==> config.mk <==
export PLATFORM = sky130hd
export DESIGN_NAME = i2c_register_crc8_framer
export DESIGN_NICKNAME = d
export VERILOG_FILES = /design/src/rtl/core/i2ccrc_pkg.sv /design/src/rtl/core/i2c_register_crc8_framer.sv
export SDC_FILE = /design/constraint.sdc
export NUM_CORES = 1
export LEC_CHECK = 0
export CAP_MARGIN = 10
export CORE_MARGIN = 10
export CORE_UTILIZATION = 30
export CTS_CLUSTER_DIAMETER = 100
export CTS_CLUSTER_SIZE = 28
export DETAILED_ROUTE_END_ITERATION = 10
export DONT_BUFFER_PORTS = 1
export HOLD_SLACK_MARGIN = 0.02
export SETUP_SLACK_MARGIN = 0.15
export SLEW_MARGIN = 0
export SYNTH_ARGS = -nofsm -noshare
export SYNTH_HDL_FRONTEND = slang
export SYNTH_SLANG_ARGS = --single-unit
==> constraint.sdc <==
create_clock -name clock -period 3.9 [get_ports clock]
set_input_delay 0.195 -clock clock [delete_from_list [all_inputs] [get_ports clock]]
set_output_delay 0.195 -clock clock [all_outputs]
set_load 0.05 [all_outputs]
==> src/rtl/core/i2ccrc_pkg.sv <==
// Shared constants, types and CRC helper for the I2C register CRC-8 framer.
`timescale 1ns / 1ps

package i2ccrc_pkg;

   // CRC-8 polynomial, MSB first, no reflection
   localparam logic [7:0] CRC_POLY = 8'h7F;

   // Command codes carried in req_tuser
   localparam logic CMD_WRITE = 1'b0;
   localparam logic CMD_READ  = 1'b1;

   // Configuration register byte addresses
   localparam int          CSR_ADDR_W          = 3;
   localparam logic [2:0]  CSR_DEVICE_ADDRESS  = 3'd0;
   localparam int          CSR_DATA_W          = 32;
   localparam int          DEV_ADDR_W          = 7;

   // Stream widths
   localparam int REQ_DATA_W = 24;
   localparam int RSP_DATA_W = 16;

   // Input item after unpacking
   typedef struct packed {
      logic       command;
      logic [7:0] register_address;
      logic [7:0] data_byte;
      logic       first_of_transfer;
      logic       end_of_register;
      logic       end_of_transfer;
   } req_item_type;

   // One result item
   typedef struct packed {
      logic [7:0] out_byte;
      logic       is_crc_byte;
      logic       crc_match;
      logic       transfer_ok;
      logic       last;
   } rsp_item_type;

   // Feed one byte into the CRC, eight shift steps
   function automatic logic [7:0] crc_feed(input logic [7:0] crc, input logic [7:0] data);
      logic [7:0] v;
      v = crc ^ data;
      for (int b = 0; b < 8; b++) begin
         if (v[7]) begin
            v = {v[6:0], 1'b0} ^ CRC_POLY;
         end else begin
            v = {v[6:0], 1'b0};
         end
      end
      return v;
   endfunction

endpackage

==> src/rtl/core/i2c_register_crc8_framer.sv <==
// Top level of the I2C register CRC-8 framer and checker.
// Path: an accepted item passes through the input register, then the result register;
//   a write-mode closing item shows its CRC byte after its data byte, from the second slot.
// Throughput: one item per cycle while the result port is not stalled; an item that closes
//   a write register also sends its CRC byte, which holds off the next item.
// Reset: synchronous, active high; clears the stream valids and the running CRC,
//   sets the transfer-good flag and zeroes the device address.
`timescale 1ns / 1ps

module i2c_register_crc8_framer
   import i2ccrc_pkg::*;
(
   input  logic                  clock,
   input  logic                  reset,
   // input stream
   input  logic                  req_tvalid,
   output logic                  req_tready,
   // [7:0] register_address, [15:8] data_byte, [16] first_of_transfer,
   // [17] end_of_register, [23:18] zero
   input  logic [REQ_DATA_W-1:0] req_tdata,
   // [0] command
   input  logic                  req_tuser,
   input  logic                  req_tlast,
   // result stream
   output logic                  rsp_tvalid,
   input  logic                  rsp_tready,
   // [7:0] out_byte, [8] crc_match, [9] transfer_ok, [15:10] zero
   output logic [RSP_DATA_W-1:0] rsp_tdata,
   // [0] is_crc_byte
   output logic                  rsp_tuser,
   output logic                  rsp_tlast,
   // configuration port
   input  logic                  csr_psel,
   input  logic                  csr_penable,
   input  logic                  csr_pwrite,
   input  logic [CSR_ADDR_W-1:0] csr_paddr,
   input  logic [CSR_DATA_W-1:0] csr_pwdata,
   output logic [CSR_DATA_W-1:0] csr_prdata,
   output logic                  csr_pready
);

   // Configuration register
   logic [DEV_ADDR_W-1:0] dev_addr_ff;
   logic [DEV_ADDR_W-1:0] dev_addr_in;
   // Prefix constants derived from the device address
   logic [7:0]            seed_wr_ff, seed_wr_in;
   logic [7:0]            seed_rd_ff, seed_rd_in;

   // Input register
   logic                  in_valid_ff, in_valid_in;
   req_item_type          in_item_ff, in_item_in;

   // CRC state
   logic [7:0]            running_crc_ff, running_crc_in;
   logic                  transfer_good_ff, transfer_good_in;

   // Result register and second result slot
   logic                  rsp_valid_ff, rsp_valid_in;
   rsp_item_type          rsp_item_ff, rsp_item_in;
   logic                  pend_valid_ff, pend_valid_in;
   rsp_item_type          pend_item_ff, pend_item_in;

   logic                  out_free;
   logic                  advance;
   logic                  cfg_write;
   logic [7:0]            addr_w;
   logic                  is_read;
   logic                  close;
   logic [7:0]            reg_t1, reg_t2, reg_t3;
   logic [7:0]            crc_new;
   logic                  match;
   logic                  good_next;
   rsp_item_type          res0, res1;
   logic                  two_results;

   // Configuration write and read back
   assign csr_pready = 1'b1;
   assign cfg_write  = csr_psel && csr_penable && csr_pwrite && csr_pready
                       && (csr_paddr == CSR_DEVICE_ADDRESS);
   assign dev_addr_in = cfg_write ? csr_pwdata[DEV_ADDR_W-1:0] : dev_addr_ff;

   always_comb begin
      csr_prdata = '0;
      if (csr_paddr == CSR_DEVICE_ADDRESS) begin
         csr_prdata[DEV_ADDR_W-1:0] = dev_addr_ff;
      end
   end

   // Precompute the prefix contribution: write seeds with addr, reg;
   // read adds (addr|1). CRC is linear, so the prefix splits into parts.
   assign addr_w     = {dev_addr_ff, 1'b0};
   assign seed_wr_in = crc_feed(crc_feed(crc_feed(8'h00, addr_w), 8'h00), 8'h00);
   assign seed_rd_in = crc_feed(seed_wr_in, 8'h00)
                       ^ crc_feed(crc_feed(8'h00, addr_w | 8'h01), 8'h00);

   // Handshake: take a new item whenever the input register is empty or moves on
   assign out_free   = !rsp_valid_ff || (rsp_tready && !pend_valid_ff);
   assign advance    = in_valid_ff && out_free;
   assign req_tready = !in_valid_ff || advance;

   always_comb begin
      in_item_in  = in_item_ff;
      in_valid_in = in_valid_ff;
      if (req_tvalid && req_tready) begin
         in_valid_in                  = 1'b1;
         in_item_in.command           = req_tuser;
         in_item_in.register_address  = req_tdata[7:0];
         in_item_in.data_byte         = req_tdata[15:8];
         in_item_in.first_of_transfer = req_tdata[16];
         in_item_in.end_of_register   = req_tdata[17];
         in_item_in.end_of_transfer   = req_tlast;
      end else if (advance) begin
         in_valid_in = 1'b0;
      end
   end

   // CRC update for the registered item
   assign is_read = (in_item_ff.command == CMD_READ);
   assign close   = in_item_ff.end_of_register || in_item_ff.end_of_transfer;
   assign reg_t1  = crc_feed(8'h00, in_item_ff.register_address);
   assign reg_t2  = crc_feed(reg_t1, 8'h00);
   assign reg_t3  = crc_feed(reg_t2, 8'h00);

   always_comb begin
      if (in_item_ff.first_of_transfer) begin
         crc_new = crc_feed(8'h00, in_item_ff.data_byte)
                   ^ (is_read ? (seed_rd_ff ^ reg_t3) : (seed_wr_ff ^ reg_t2));
      end else begin
         crc_new = crc_feed(running_crc_ff, in_item_ff.data_byte);
      end
   end

   assign match     = is_read && close && (crc_new == 8'h00);
   assign good_next = (in_item_ff.first_of_transfer || transfer_good_ff)
                      && !(is_read && close && !match);

   // Build the one or two results of this item
   always_comb begin
      res0.out_byte    = in_item_ff.data_byte;
      res0.is_crc_byte = is_read && close;
      res0.crc_match   = match;
      res0.transfer_ok = is_read && good_next;
      res0.last        = is_read || !close;
      res1.out_byte    = crc_new;
      res1.is_crc_byte = 1'b1;
      res1.crc_match   = 1'b0;
      res1.transfer_ok = 1'b0;
      res1.last        = 1'b1;
      two_results      = !is_read && close;
   end

   // Advance CRC state only when the item moves to the output
   always_comb begin
      running_crc_in   = running_crc_ff;
      transfer_good_in = transfer_good_ff;
      if (advance) begin
         running_crc_in   = close ? 8'h00 : crc_new;
         transfer_good_in = good_next;
      end
   end

   // Output register: load a new item, else shift the pending CRC byte up
   always_comb begin
      rsp_valid_in  = rsp_valid_ff;
      rsp_item_in   = rsp_item_ff;
      pend_valid_in = pend_valid_ff;
      pend_item_in  = pend_item_ff;
      if (advance) begin
         rsp_valid_in  = 1'b1;
         rsp_item_in   = res0;
         pend_valid_in = two_results;
         pend_item_in  = res1;
      end else if (rsp_valid_ff && rsp_tready) begin
         rsp_valid_in  = pend_valid_ff;
         rsp_item_in   = pend_item_ff;
         pend_valid_in = 1'b0;
      end
   end

   always_ff @(posedge clock) begin
      if (reset) begin
         dev_addr_ff      <= '0;
         in_valid_ff      <= 1'b0;
         running_crc_ff   <= 8'h00;
         transfer_good_ff <= 1'b1;
         rsp_valid_ff     <= 1'b0;
         pend_valid_ff    <= 1'b0;
      end else begin
         dev_addr_ff      <= dev_addr_in;
         in_valid_ff      <= in_valid_in;
         running_crc_ff   <= running_crc_in;
         transfer_good_ff <= transfer_good_in;
         rsp_valid_ff     <= rsp_valid_in;
         pend_valid_ff    <= pend_valid_in;
      end
   end

   // Payload registers need no reset
   always_ff @(posedge clock) begin
      seed_wr_ff   <= seed_wr_in;
      seed_rd_ff   <= seed_rd_in;
      in_item_ff   <= in_item_in;
      rsp_item_ff  <= rsp_item_in;
      pend_item_ff <= pend_item_in;
   end

   // Drive result ports
   assign rsp_tvalid = rsp_valid_ff;
   assign rsp_tdata  = {6'b0, rsp_item_ff.transfer_ok, rsp_item_ff.crc_match,
                        rsp_item_ff.out_byte};
   assign rsp_tuser  = rsp_item_ff.is_crc_byte;
   assign rsp_tlast  = rsp_item_ff.last;

`ifndef SYNTHESIS
   // The second slot only fills behind a waiting result
   a_pend_behind_rsp: assert property (@(posedge clock) disable iff (reset)
      pend_valid_ff |-> rsp_valid_ff)
      else $error("pending result without a result in front");

   // A non-final result always has its CRC byte queued behind it
   a_not_last_has_pend: assert property (@(posedge clock) disable iff (reset)
      (rsp_valid_ff && !rsp_item_ff.last) |-> pend_valid_ff)
      else $error("non-final result without a queued CRC byte");

   // A closing write item queues its generated CRC byte
   a_write_close_pend: assert property (@(posedge clock) disable iff (reset)
      (advance && !is_read && close) |=> (pend_valid_ff && pend_item_ff.is_crc_byte))
      else $error("closing write item did not queue a CRC byte");

   // Closing a register restarts the CRC at zero
   a_close_clears_crc: assert property (@(posedge clock) disable iff (reset)
      (advance && close) |=> (running_crc_ff == 8'h00))
      else $error("running CRC not cleared after a closed register");
`endif

endmodule
## Word level (Yosys, flattened, before mapping)

Index checks and enable logic that the tools add are counted.

| word-level totals | value |
|---|---|
| register bits | 75 |
| output and inout bits | 53 |
| logic and storage cells | 257 |

| cells by class | value |
|---|---|
| multiplexer cells | 115 |
| bitwise logic cells | 93 |
| reductions and logical operators | 29 |

Operator list:

| cell | number |
|---|---|
| 7-bit two-way mux | 89 |
| 7-bit inverter | 88 |
| 8-bit two-way mux | 18 |
| 8-bit XOR | 5 |
| 12-bit two-way mux | 2 |
| 1-bit logical AND | 13 |
| 8-bit logical NOT | 1 |
| 1-bit logical NOT | 7 |
| 1-bit two-way mux | 6 |
| 1-bit logical OR | 5 |
| 2-bit nonzero test | 2 |
| 3-bit logical NOT | 1 |

## Depth between registers and ports, before layout

Gate-level depths: netlist of the first run.

| depth | value |
|---|---|
| depth in word-level cells | 65 |
| gate-level depth with buffers | 9 |
| depth with buffers taken out | 8 |

## Worst setup path before layout of the first run

No wires, ideal clock.

| timing path | value |
|---|---|
| kind | reg-to-reg |
| start | reg in_item_ff[4] in the netlist's numbering |
| end | reg transfer_good_ff |
| library setup time | 69 ps |
| arrival | 2,275 ps |
| required time | 3,831 ps |
| slack | 1,556 ps |
| cell stages (with the launch flop) | 8 |
| path buffers | 0 |
| period minus slack after synthesis | 2,344 ps |
| path through | edfxtp_1 -> xor2_2 -> xnor2_2 -> xnor3_1 -> xnor2_1 -> mux2i_1 -> or4_1 -> o21ai_1 |

| between the ends | value |
|---|---|
| longest elaborated chain between the ends | 29 |
| elaborated cells on any way between the ends | 50 |
| those cells by class | 30 x mux; 14 x bitwise; 6 x reduce/logical |

Ends and longest elaborated chain:

| item | line | source |
|---|---|---|
| start, declared | i2c_register_crc8_framer.sv:51 | `req_item_type in_item_ff, in_item_in;` |
| start signal, assigned | i2c_register_crc8_framer.sv:202 | `in_item_ff <= in_item_in;` |
| 7-bit inverter (no line) | -- |  |
| 7-bit two-way mux | i2ccrc_pkg.sv:47 | `if (v[7]) begin` |
| 8-bit two-way mux | i2c_register_crc8_framer.sv:125 | `if (in_item_ff.first_of_transfer) begin` |
| 7-bit inverter (no line) | -- |  |
| 7-bit two-way mux | i2ccrc_pkg.sv:47 |  |
| 8-bit two-way mux | i2c_register_crc8_framer.sv:125 |  |
| 7-bit inverter (no line) | -- |  |
| 7-bit two-way mux | i2ccrc_pkg.sv:47 |  |
| [14 not listed] | -- |  |
| 8-bit two-way mux (*) | i2c_register_crc8_framer.sv:125 |  |
| net crc_new[1] | i2c_register_crc8_framer.sv:70 | `logic [7:0] crc_new;` |
| 8-bit logical NOT (*) | i2c_register_crc8_framer.sv:133 | `assign match = is_read && close && (crc_new == 8'h00);` |
| 1-bit logical AND (*) | i2c_register_crc8_framer.sv:133 |  |
| 1-bit logical NOT (*) | i2c_register_crc8_framer.sv:135 | `&& !(is_read && close && !match);` |
| 1-bit logical AND (*) | i2c_register_crc8_framer.sv:135 |  |
| 1-bit logical NOT (*) | i2c_register_crc8_framer.sv:135 |  |
| 1-bit logical AND (*) | i2c_register_crc8_framer.sv:135 |  |
| end signal, assigned | i2c_register_crc8_framer.sv:192 | `transfer_good_ff <= transfer_good_in;` |
| end, declared | i2c_register_crc8_framer.sv:55 | `logic transfer_good_ff, transfer_good_in;` |

The timed path passes the listed nets; every way through them passes the cells marked *. The select of a mux whose other input is x is not followed.
A chain may end at the register's enable or synchronous reset.

## Final worst setup path of the first run

| timing path | value |
|---|---|
| start | reg in_item_ff[4] in the netlist's numbering |
| end | reg rsp_item_ff (netlist bit rsp_tdata[9]), data pin |

| between the ends | value |
|---|---|
| longest elaborated chain between the ends | 31 |
| elaborated cells on any way between the ends | 52 |
| those cells by class | 31 x mux; 14 x bitwise; 7 x reduce/logical |

Ends and longest elaborated chain:

| item | line | source |
|---|---|---|
| 7-bit inverter (no line) | -- |  |
| 7-bit two-way mux | i2ccrc_pkg.sv:47 |  |
| 8-bit two-way mux | i2c_register_crc8_framer.sv:125 |  |
| 7-bit inverter (no line) | -- |  |
| 7-bit two-way mux | i2ccrc_pkg.sv:47 |  |
| 8-bit two-way mux | i2c_register_crc8_framer.sv:125 |  |
| 7-bit inverter (no line) | -- |  |
| 7-bit two-way mux | i2ccrc_pkg.sv:47 |  |
| [15 not listed] | -- |  |
| net crc_new[1] | i2c_register_crc8_framer.sv:70 |  |
| 8-bit logical NOT (*) | i2c_register_crc8_framer.sv:133 |  |
| 1-bit logical AND (*) | i2c_register_crc8_framer.sv:133 |  |
| 1-bit logical NOT (*) | i2c_register_crc8_framer.sv:135 |  |
| 1-bit logical AND (*) | i2c_register_crc8_framer.sv:135 |  |
| 1-bit logical NOT (*) | i2c_register_crc8_framer.sv:135 |  |
| 1-bit logical AND (*) | i2c_register_crc8_framer.sv:135 |  |
| 1-bit logical AND (*) | i2c_register_crc8_framer.sv:142 | `res0.transfer_ok = is_read && good_next;` |
| 12-bit two-way mux (*) | i2c_register_crc8_framer.sv:168 | `if (advance) begin` |
| end signal, assigned | i2c_register_crc8_framer.sv:203 | `rsp_item_ff <= rsp_item_in;` |
| end, declared | i2c_register_crc8_framer.sv:59 | `rsp_item_type rsp_item_ff, rsp_item_in;` |

Marks and branches as above.

==> results of run 1 <==
cell families (layout without fill, tap and decap cells):
logic type      after synthesis  in the layout  synth area share, %
compound gates               30             30                 4.56
mux                          17             17                 4.22
flops                        75             75                 46.8
simple gates                 78             78                 8.44
buf+inv                      55             54                 8.10
xor+xnor                    107            107                 27.7
other cells                   2             32                0.185
worst paths after layout:
check	slack, ns	cells past startpoint	to
worst min-delay path	0.03	2	in_valid_ff
worst max register to register	1.17	8	rsp_tdata[9]
worst min register to register	0.50	2	pend_valid_ff
worst max-delay path	1.17	8	rsp_tdata[9]
where the power goes:
group / internal (mW) / switching, mW
combinational: 0.239 / 0.332
clock: 0.426 / 0.303
sequential: 0.899 / 0.0734
total: 1.56 / 0.708
per-stage QoR:
stage / utilization, % / std cells
6_report: 35.1 / 569
5_1_grt: 35.1 / 569
4_1_cts: 35.1 / 569
3_5_place_dp: 31.1 / 525
3_3_place_gp: 31.1 / 525
2_1_floorplan: - / 394
timing repair:
item	4_1_cts	5_1_grt
endpoints found under the setup margin	0	0
endpoints found under the hold margin	39	0
hold buffers	28	0
resized for setup	0	0
Yosys cell counts (11+ instances only):
cell type | instances | share of area (%)
sky130_fd_sc_hd__mux2i_1 | 16 | 3.9
sky130_fd_sc_hd__edfxtp_1 | 40 | 30
sky130_fd_sc_hd__dfxtp_1 | 35 | 17
sky130_fd_sc_hd__buf_4 | 32 | 5.9
sky130_fd_sc_hd__xnor2_1 | 71 | 15
sky130_fd_sc_hd__clkbuf_1 | 11 | 1.0
sky130_fd_sc_hd__nand2_1 | 33 | 3.0
sky130_fd_sc_hd__nor2_1 | 24 | 2.2
sky130_fd_sc_hd__xor2_1 | 20 | 4.3
worst reg2reg max path, cell delays in order, from the launching register on:
cell and delay [ns]:
sky130_fd_sc_hd__edfxtp_1 0.52, sky130_fd_sc_hd__xor2_2 0.39, sky130_fd_sc_hd__xnor2_2 0.19, sky130_fd_sc_hd__xnor3_1 0.44, sky130_fd_sc_hd__xnor2_1 0.22, sky130_fd_sc_hd__mux2i_1 0.19, sky130_fd_sc_hd__nor3_1 0.21, sky130_fd_sc_hd__o2111ai_1 0.17
sky130_fd_sc_hd__a21oi_1 0.21
flip-flops by register name, summed over array words and instances (netlist names), 7 cells and up:
name / count
in_item_ff: 19
rsp_tdata: 10
pend_item_ff: 8
running_crc_ff: 8
seed_rd_ff: 8
seed_wr_ff: 8
dev_addr_ff: 7
cell type report:
| class | instances | area [um2] | area share (%) |
|---|---|---|---|
| Multi-Input combinational cell | 264 | 1950 | 41.9 |
| Sequential cell | 75 | 1900 | 40.9 |
| Timing Repair Buffer | 30 | 295 | 6.35 |
| Clock buffer | 12 | 236 | 5.08 |
| Tap cell | 176 | 220 | 4.73 |
| Inverter | 8 | 30.0 | 0.646 |
| Clock inverter | 4 | 20.0 | 0.430 |
layout by cell type, fill, tap and decap left out, types with 2 or more instances in the layout:
cell / count
sky130_fd_sc_hd__inv_1: 8
sky130_fd_sc_hd__clkbuf_16: 9
sky130_fd_sc_hd__xnor2_1: 71
sky130_fd_sc_hd__clkinv_2: 4
sky130_fd_sc_hd__o21ai_0: 6
sky130_fd_sc_hd__xor2_2: 3
sky130_fd_sc_hd__nor3_1: 5
sky130_fd_sc_hd__edfxtp_1: 40
sky130_fd_sc_hd__mux2i_1: 16
sky130_fd_sc_hd__xnor2_2: 4
sky130_fd_sc_hd__nand2_1: 33
sky130_fd_sc_hd__o21ai_1: 2
sky130_fd_sc_hd__clkbuf_1: 3
sky130_fd_sc_hd__buf_4: 2
sky130_fd_sc_hd__o211ai_1: 3
sky130_fd_sc_hd__dlygate4sd3_1: 28
sky130_fd_sc_hd__and2_1: 8
sky130_fd_sc_hd__nor2_1: 24
sky130_fd_sc_hd__a22oi_1: 8
sky130_fd_sc_hd__a21oi_1: 7
sky130_fd_sc_hd__xnor2_4: 2
sky130_fd_sc_hd__dfxtp_1: 35
sky130_fd_sc_hd__xnor3_1: 6
sky130_fd_sc_hd__conb_1: 32
sky130_fd_sc_hd__xor2_1: 20
layer usage:
metal / routed length [um] / track usage [%]
met4: 131 / 3.25
met2: 3970 / 15.0
met3: 609 / 3.69
met5: 0 / 0
met1: 3610 / 10.4
==> Flow_metrics.wiki, run 1 <==
{| class="wikitable"
! Metric !! Value
|-
| Run status || finished, final reports clean
|-
| Maximum clock insertion buffer count || 2
|-
| Clock tree from TritonCTS || yes
|-
| Cell-by-cell listing of the critical path || xor2_2 > xnor2_2 > xnor3_1 > xnor2_1 > mux2i_1 > nor3_1 > o2111ai_1 > a21oi_1
|-
| Final slew viol count || 0
|-
| Pre-Repair DR Iteration Count || 4
|-
| Antenna viol nets, final || 0
|-
| Die boundary height || 136 um
|-
| Area Overhead vs Synth || 14.5%
|-
| Setup TNS after final layout || 0 ns
|-
| Floorplan Core Area || 13200 um2
|-
| Via count of the first global-routing pass || 2455
|-
| Initial standard-cell utilization of the core || a little under a third
|-
| Area of the mapped netlist || 4060 um2
|-
| Number of clock buffers inserted by TritonCTS || 9
|-
| Arrival @ worst endpoint || 2.90 ns
|-
| Number of setup buffers added after CTS || 0
|-
| DR vias || 2397
|-
| Worst hold slack || approximately 0.031 ns
|-
| Site row count || 42
|-
| Library cell contributing the largest single delay on the critical path || sky130_fd_sc_hd__edfxtp_1
|-
| Number of remaining DRC errors || 0
|-
| Maxcap violations || 0
|-
| Clock slew at reported path FFs || 0.06 ns
|-
| Number of antenna diodes || 0
|-
| Crit path buffers/inverters || 0
|-
| Routed via count divided by cell count || 4.21
|-
| Number of distinct library cells after synthesis || 37
|-
| All-layer global routing usage || 9.08%
|-
| Top Family by Delay on Critical Path || XOR/XNOR gates
|-
| Routed length per placed instance || about 15 um
|-
| Horizontal extent of the die || 136 um
|-
| Flip-flop cell with the highest count after synthesis || sky130_fd_sc_hd__edfxtp_1
|-
| Number of violations reported at the end of detailed-routing iteration 0 || 132
|-
| Tmin final || 2.73 ns
|-
| Fraction of the cycle the final worst path needs || 69.9%
|-
| Gate count of the mapped netlist || 364
|-
| Total number of nets in the final design || 456
|-
| Largest fanout of any net on the critical path || 4
|-
| Number of sinks handled by clock tree synthesis || 75
|-
| Fill cell total of the finished layout || 1340
|-
| Worst relative slew slack || 30.2%
|-
| Worst-case setup slack after placement || 1.19 ns
|-
| Total count of hold-check failures in the final report || 0
|-
| Number of flip-flops and latches in the synthesized netlist || 75
|-
| Drt total wl || 8.32 mm
|-
| Leak || 1.76 nW
|-
| Detailed-placement wirelength estimate || 6.44 mm
|-
| Startpoint Class || flop
|-
| Skew-Pair Late Insertion Delay || about 0.34 ns
|-
| Antenna violations before repair || 0
|-
| RSZ-0062 raised after global routing || no
|-
| Number of synthesized flops with an enable pin || 40
|-
| Global-route wire length before repair || 13.0 mm
|-
| Async set or reset register ratio after synthesis || 0%
|-
| Port Buffers || 0
|-
| Areal power density over the cells || 489 nW/um2
|-
| # setup viols final || 0
|-
| Worst-Margin Slew || 1.04 ns
|-
| Path type of the worst min-delay path || primary input to flop
|-
| Pin count of the biggest net entering global routing || 22
|-
| Max VDD drop || 261 uV
|-
| Full die area || 18600 um2
|-
| I/O Pins || roughly 120
|-
| Final weighted congestion in routability-driven placement || between 0.8 and 0.9
|-
| # H-tree levels || 3
|-
| Clock Skews || 0.00641 ns
|-
| Worst path required time || just over 4 ns
|-
| Master cell of the clock root buffer || sky130_fd_sc_hd__clkbuf_16
|-
| Layout cells sized above 1 || slightly below 7%
|-
| Sequential element share of the synthesized area || 46.8%
|-
| Delay of the slowest cell on the worst path || roughly 0.52 ns
|-
| Global route total overflow || 0
|-
| Setup ws final || 1.17 ns
|-
| Synth Warn # || 0
|-
| Setup crit start || in_item_ff[4]
|-
| Total chip power || 2.27 mW
|-
| Hold Crit Start || req_tvalid
|-
| Critical R2R Launch || in_item_ff[4]
|-
| Type of element capturing the critical path || flop
|-
| Maximum achievable frequency || 367 MHz
|-
| Post-place instance area || about 4100 um2
|-
| Finished Cell Area || 4650 um2
|-
| Type of the worst setup path || flop to flop
|-
| Syn avg cell area || 11.2 um2
|}
No activity file was read; power rests on OpenSTA's default activity.
==> run 2: changes to the inputs <==
--- a/config.mk
+++ b/config.mk
@@ -5,6 +5,7 @@
 export SDC_FILE = /design/constraint.sdc
 export NUM_CORES = 1
 export LEC_CHECK = 0
+export ABC_AREA = 1
 export CAP_MARGIN = 10
 export CORE_MARGIN = 10
 export CORE_UTILIZATION = 30
==> constraint.sdc (replaced) <==
create_clock -name clock -period 2.55 [get_ports clock]
set_input_delay 0.1275 -clock clock [delete_from_list [all_inputs] [get_ports clock]]
set_output_delay 0.1275 -clock clock [all_outputs]
set_load 0.05 [all_outputs]
==> run 2 against run 1 <==
  * The run now ends with negative setup slack left
  * Sequential power increased by 60%
  * Synthesized cell count rose by 60%
  * Cell area grew 47%
  * Worst hold slack better by 0.046 ns
  * Cell count grew 63%
  * Count of clock-buffer cells in the layout grew 1
  * Critical path depth up 21
  * Critical endpoint unchanged
  * Sequential share of layout area fell by 13 points
  * Clock skew rose by 0.0018 ns
  * First-iteration DRC count decreased by 3.8%
  * Non-clock buffer count is 99 higher
==> Flow_metrics.wiki, run 2 <==
{| class="wikitable"
! Metric !! Value
|-
| Total net switching power || 2.17 mW (+210%)
|-
| Pre-Repair DR Iteration Count || 4 (unchanged)
|-
| Layout cells sized above 1 || 31.5% (+25 points)
|-
| Maxcap violations || 0 (unchanged)
|-
| Number of flip-flops and latches in the synthesized netlist || 75 (unchanged)
|-
| Share of the synthesized area in the top cell type || 24.8% (-4.8 points)
|-
| Total number of nets in the final design || 774 (+70%)
|-
| Areal power density over the cells || 850 nW/um2 (+74%)
|-
| Critical R2R Launch || in_item_ff[16]
|-
| Biggest register || in_item_ff
|-
| Run status || finished with violations
|-
| Combinational share of power || 48.8% (+24 points)
|-
| # setup viols final || 19 (+19)
|-
| Number of antenna diodes || 0 (unchanged)
|-
| Skew-Pair Late Insertion Delay || 0.33 ns (about the same)
|-
| Area used by sequential logic in the layout || 1900 um2 (unchanged)
|-
| All-layer global routing usage || 10.8% (+1.8 points)
|-
| Failing checks || negative setup slack
|-
| Number of remaining DRC errors || 0 (unchanged)
|-
| # H-tree levels || 3 (unchanged)
|-
| Arrival @ worst endpoint || 3.36 ns (+0.46 ns)
|-
| Antenna violations before repair || 0 (unchanged)
|-
| Total count of hold-check failures in the final report || 0 (unchanged)
|-
| Worst hold slack || 0.0770 ns (+0.0459 ns)
|-
| Worst-case setup slack after placement || -0.827 ns (-2.02 ns)
|-
| Type of the worst setup path || flop to flop
|-
| Capture endpoint of the worst hold path || rsp_tvalid
|-
| Count of placed standard cells including taps || 868 (+65%)
|-
| Final slew viol count || 0 (unchanged)
|-
| Fraction of the cycle the final worst path needs || 129% (+59 points)
|-
| Clock slew at reported path FFs || 0.06 ns (about the same)
|-
| Fraction of power spent switching nets || 37.4% (+6.2 points)
|-
| Full die area || 21600 um2 (+16%)
|-
| Port Buffers || 0 (unchanged)
|-
| RSZ-0062 raised after global routing || yes
|-
| Number of violations reported at the end of detailed-routing iteration 0 || 127 (-3.8%)
|-
| Flip-flop cell with the highest count after synthesis || sky130_fd_sc_hd__edfxtp_1
|-
| Hold Crit Start || rsp_tready
|-
| Sequential element share of the synthesized area || 39.3% (-7.6 points)
|-
| Largest fanout of any net on the critical path || 7 (+3)
|-
| Area of the mapped netlist || 4840 um2 (+19%)
|-
| Horizontal extent of the die || 147 um (+7.9%)
|-
| Worst reg-to-reg path cell count || 29 (+21)
|-
| Most common cell in the synthesized netlist || sky130_fd_sc_hd__nand2_1
|-
| Drt total wl || 11.9 mm (+44%)
|-
| Master cell of the clock root buffer || sky130_fd_sc_hd__clkbuf_16
|-
| Detailed-placement wirelength estimate || 8.81 mm (+37%)
|-
| Min-Delay Path Depth || 3 (+1)
|-
| Final weighted congestion in routability-driven placement || 0.882 (+1.5%)
|-
| Relative contribution of sequential cells to total power || 26.9% (-16 points)
|-
| Worst-Margin Slew || 0.918 ns (-0.122 ns)
|-
| Number of sinks handled by clock tree synthesis || 75 (unchanged)
|-
| Top library cells by usage in the layout, fill and taps aside || sky130_fd_sc_hd__nand2_1, sky130_fd_sc_hd__buf_4, sky130_fd_sc_hd__xor2_1
|-
| Clock tree from TritonCTS || yes
|-
| Total chip power || 5.80 mW (+160%)
|-
| Async set or reset register ratio after synthesis || 0% (unchanged)
|-
| Via count of the first global-routing pass || 3974 (+62%)
|-
| Pin count of the biggest net entering global routing || 21 (-4.5%)
|-
| Leak || 3.09 nW (+76%)
|-
| Top post-synthesis cells by count || sky130_fd_sc_hd__nand2_1, sky130_fd_sc_hd__xor2_1, sky130_fd_sc_hd__inv_1, sky130_fd_sc_hd__edfxtp_1, sky130_fd_sc_hd__nand3_1
|-
| Path type of the worst min-delay path || primary input to flop
|-
| Routed length per placed instance || 12.9 um (-12%)
|-
| Largest area contributor in the netlist || sky130_fd_sc_hd__edfxtp_1
|-
| Tmin final || 3.28 ns (+0.555 ns)
|-
| Startpoint Class || flop
|-
| Number of distinct library cells after synthesis || 32 (-14%)
|-
| Library cell contributing the largest single delay on the critical path || sky130_fd_sc_hd__edfxtp_1
|-
| Clock Skews || 0.00826 ns (+0.00185 ns)
|-
| Site row count || 46 (+9.5%)
|-
| Worst relative slew slack || 38.5% (+8.4 points)
|-
| Clock power share || 24.3% (-7.8 points)
|-
| Post-place instance area || 5660 um2 (+37%)
|-
| Global route total overflow || 0 (unchanged)
|-
| Most common cell after layout, fill and taps aside || sky130_fd_sc_hd__nand2_1
|-
| Internal Power || 3.63 mW (+130%)
|-
| Largest cells by area after synthesis || sky130_fd_sc_hd__edfxtp_1, sky130_fd_sc_hd__dfxtp_1, sky130_fd_sc_hd__xor2_1
|-
| Initial standard-cell utilization of the core || 30.5% (-0.18 points)
|-
| Type of element capturing the critical path || flop
|-
| Syn avg cell area || 8.32 um2 (-25%)
|-
| Number of flip-flops in the largest register || 19 (unchanged)
|-
| Area of the multi-input gates || 2990 um2 (+54%)
|-
| Fill cell total of the finished layout || 1537 (+15%)
|-
| Max VDD drop || 458 uV (+76%)
|-
| Floorplan Core Area || 15900 um2 (+20%)
|-
| I/O Pins || 121 (unchanged)
|-
| Maximum achievable frequency || 305 MHz (-17%)
|-
| Most numerous cell on the critical path || sky130_fd_sc_hd__nand2_4
|-
| Die boundary height || 147 um (+7.9%)
|-
| Area Overhead vs Synth || 40.8%
|-
| DR vias || 3903 (+63%)
|-
| Number of clock buffers inserted by TritonCTS || 9 (unchanged)
|-
| Worst path required time || 2.63 ns (-1.45 ns)
|-
| Maximum clock insertion buffer count || 2 (unchanged)
|-
| Number of synthesized flops with an enable pin || 40 (unchanged)
|-
| Flop-to-flop setup slack || -0.73 ns (-1.90 ns)
|-
| Antenna viol nets, final || 0 (unchanged)
|-
| Finished Cell Area || 6820 um2 (+47%)
|-
| Global-route wire length before repair || 19.1 mm (+47%)
|-
| Routed via count divided by cell count || 4.21 (about the same)
|-
| Delay of the slowest cell on the worst path || 0.38 ns (-0.14 ns)
|-
| Cell Count, Final, Fillers Out || 927 (+63%)
|-
| Synth Warn # || 0 (unchanged)
|-
| Capture instance of the worst register-to-register path || rsp_tdata[9]
|-
| Setup ws final || -0.731 ns (-1.90 ns)
|-
| Gate count of the mapped netlist || 582 (+60%)
|}
==> run 2: changes by cell type in the layout (fill, tap and decap cells not counted), sizes merged, moves of 16 or more <==
cell and delta:
buf +98, inv +59, mux2i -16, nand2 +115
nand3 +46, xnor2 -39, xor2 +51
==> run 2: final cells by class <==
class,count,share of cell area [%]
Tap cell,216,3.96
Inverter,67,3.87
Multi-Input combinational cell,424,43.9
Clock buffer,13,3.98
Sequential cell,75,27.9
Clock inverter,3,0.990
Timing Repair Buffer,129,15.4
==> run 2: how the worst max path moves through the flow <==
stage / start / end / cells past startpoint
finish: in_item_ff[16] / rsp_tdata[9] / 29
global route: in_item_ff[16] / rsp_tdata[9] / 31
CTS: in_item_ff[18] / rsp_tdata[9] / 25
detailed placement: in_item_ff[16] / rsp_tdata[9] / 30
global placement: in_item_ff[16] / rsp_tdata[9] / 26
floorplan: in_item_ff[17] / rsp_tdata[9] / 30
==> run 2: logic make-up (layout without fill, tap and decap cells) <==
group / after synthesis / count (layout) / share of synthesized area (%)
other cells: 2 / 32 / 0.155
xor+xnor: 112 / 112 / 21.0
buf+inv: 113 / 212 / 11.4
simple gates: 242 / 242 / 23.8
flops: 75 / 75 / 39.3
compound gates: 38 / 38 / 4.39
==> run 2: repair_timing <==
item	CTS	global route
setup endpoints to repair	19	20
pin swaps	23	32
endpoints found under the hold margin	39	0
gates resized for setup	52	43
buffers inserted	10	4
hold buffers	29	0
gates cloned	0	0
==> run 2: power by group through the flow <==
stage                     clock [mW]  sequential, mW  combinational [mW]
final                           1.41            1.56                2.83
after global routing            1.49            1.58                3.12
after CTS                       1.45            1.56                2.66
after detailed placement           0            1.59                2.35
after global placement             0            1.59                2.34
after floorplan                    0            1.57                1.64
==> run 2: routing by layer <==
layer | global-route usage (%) | wire, um | vias to the layer above
met5 | 0 | 0 | -
met4 | 4.51 | 271 | 0
met3 | 2.52 | 571 | 18
met2 | 18.8 | 5960 | 97
met1 | 12.6 | 5150 | 1792
li1 | - | - | 1996
==> run 2: worst max-delay path: cells and delay by family, from the launching register on <==
kind | cells | cell delay [ns]
flops | 1 | 0.38
simple gates | 27 | 2.36
buf+inv | 2 | 0.25
==> run 2: per-stage QoR <==
stage               TNS [ns]  util [%]
floorplan              -2.34         -
global placement       -7.87      35.6
detailed placement     -9.20      35.6
CTS                    -7.44      41.5
global route          -12.67      42.9
finish                 -8.48      42.9
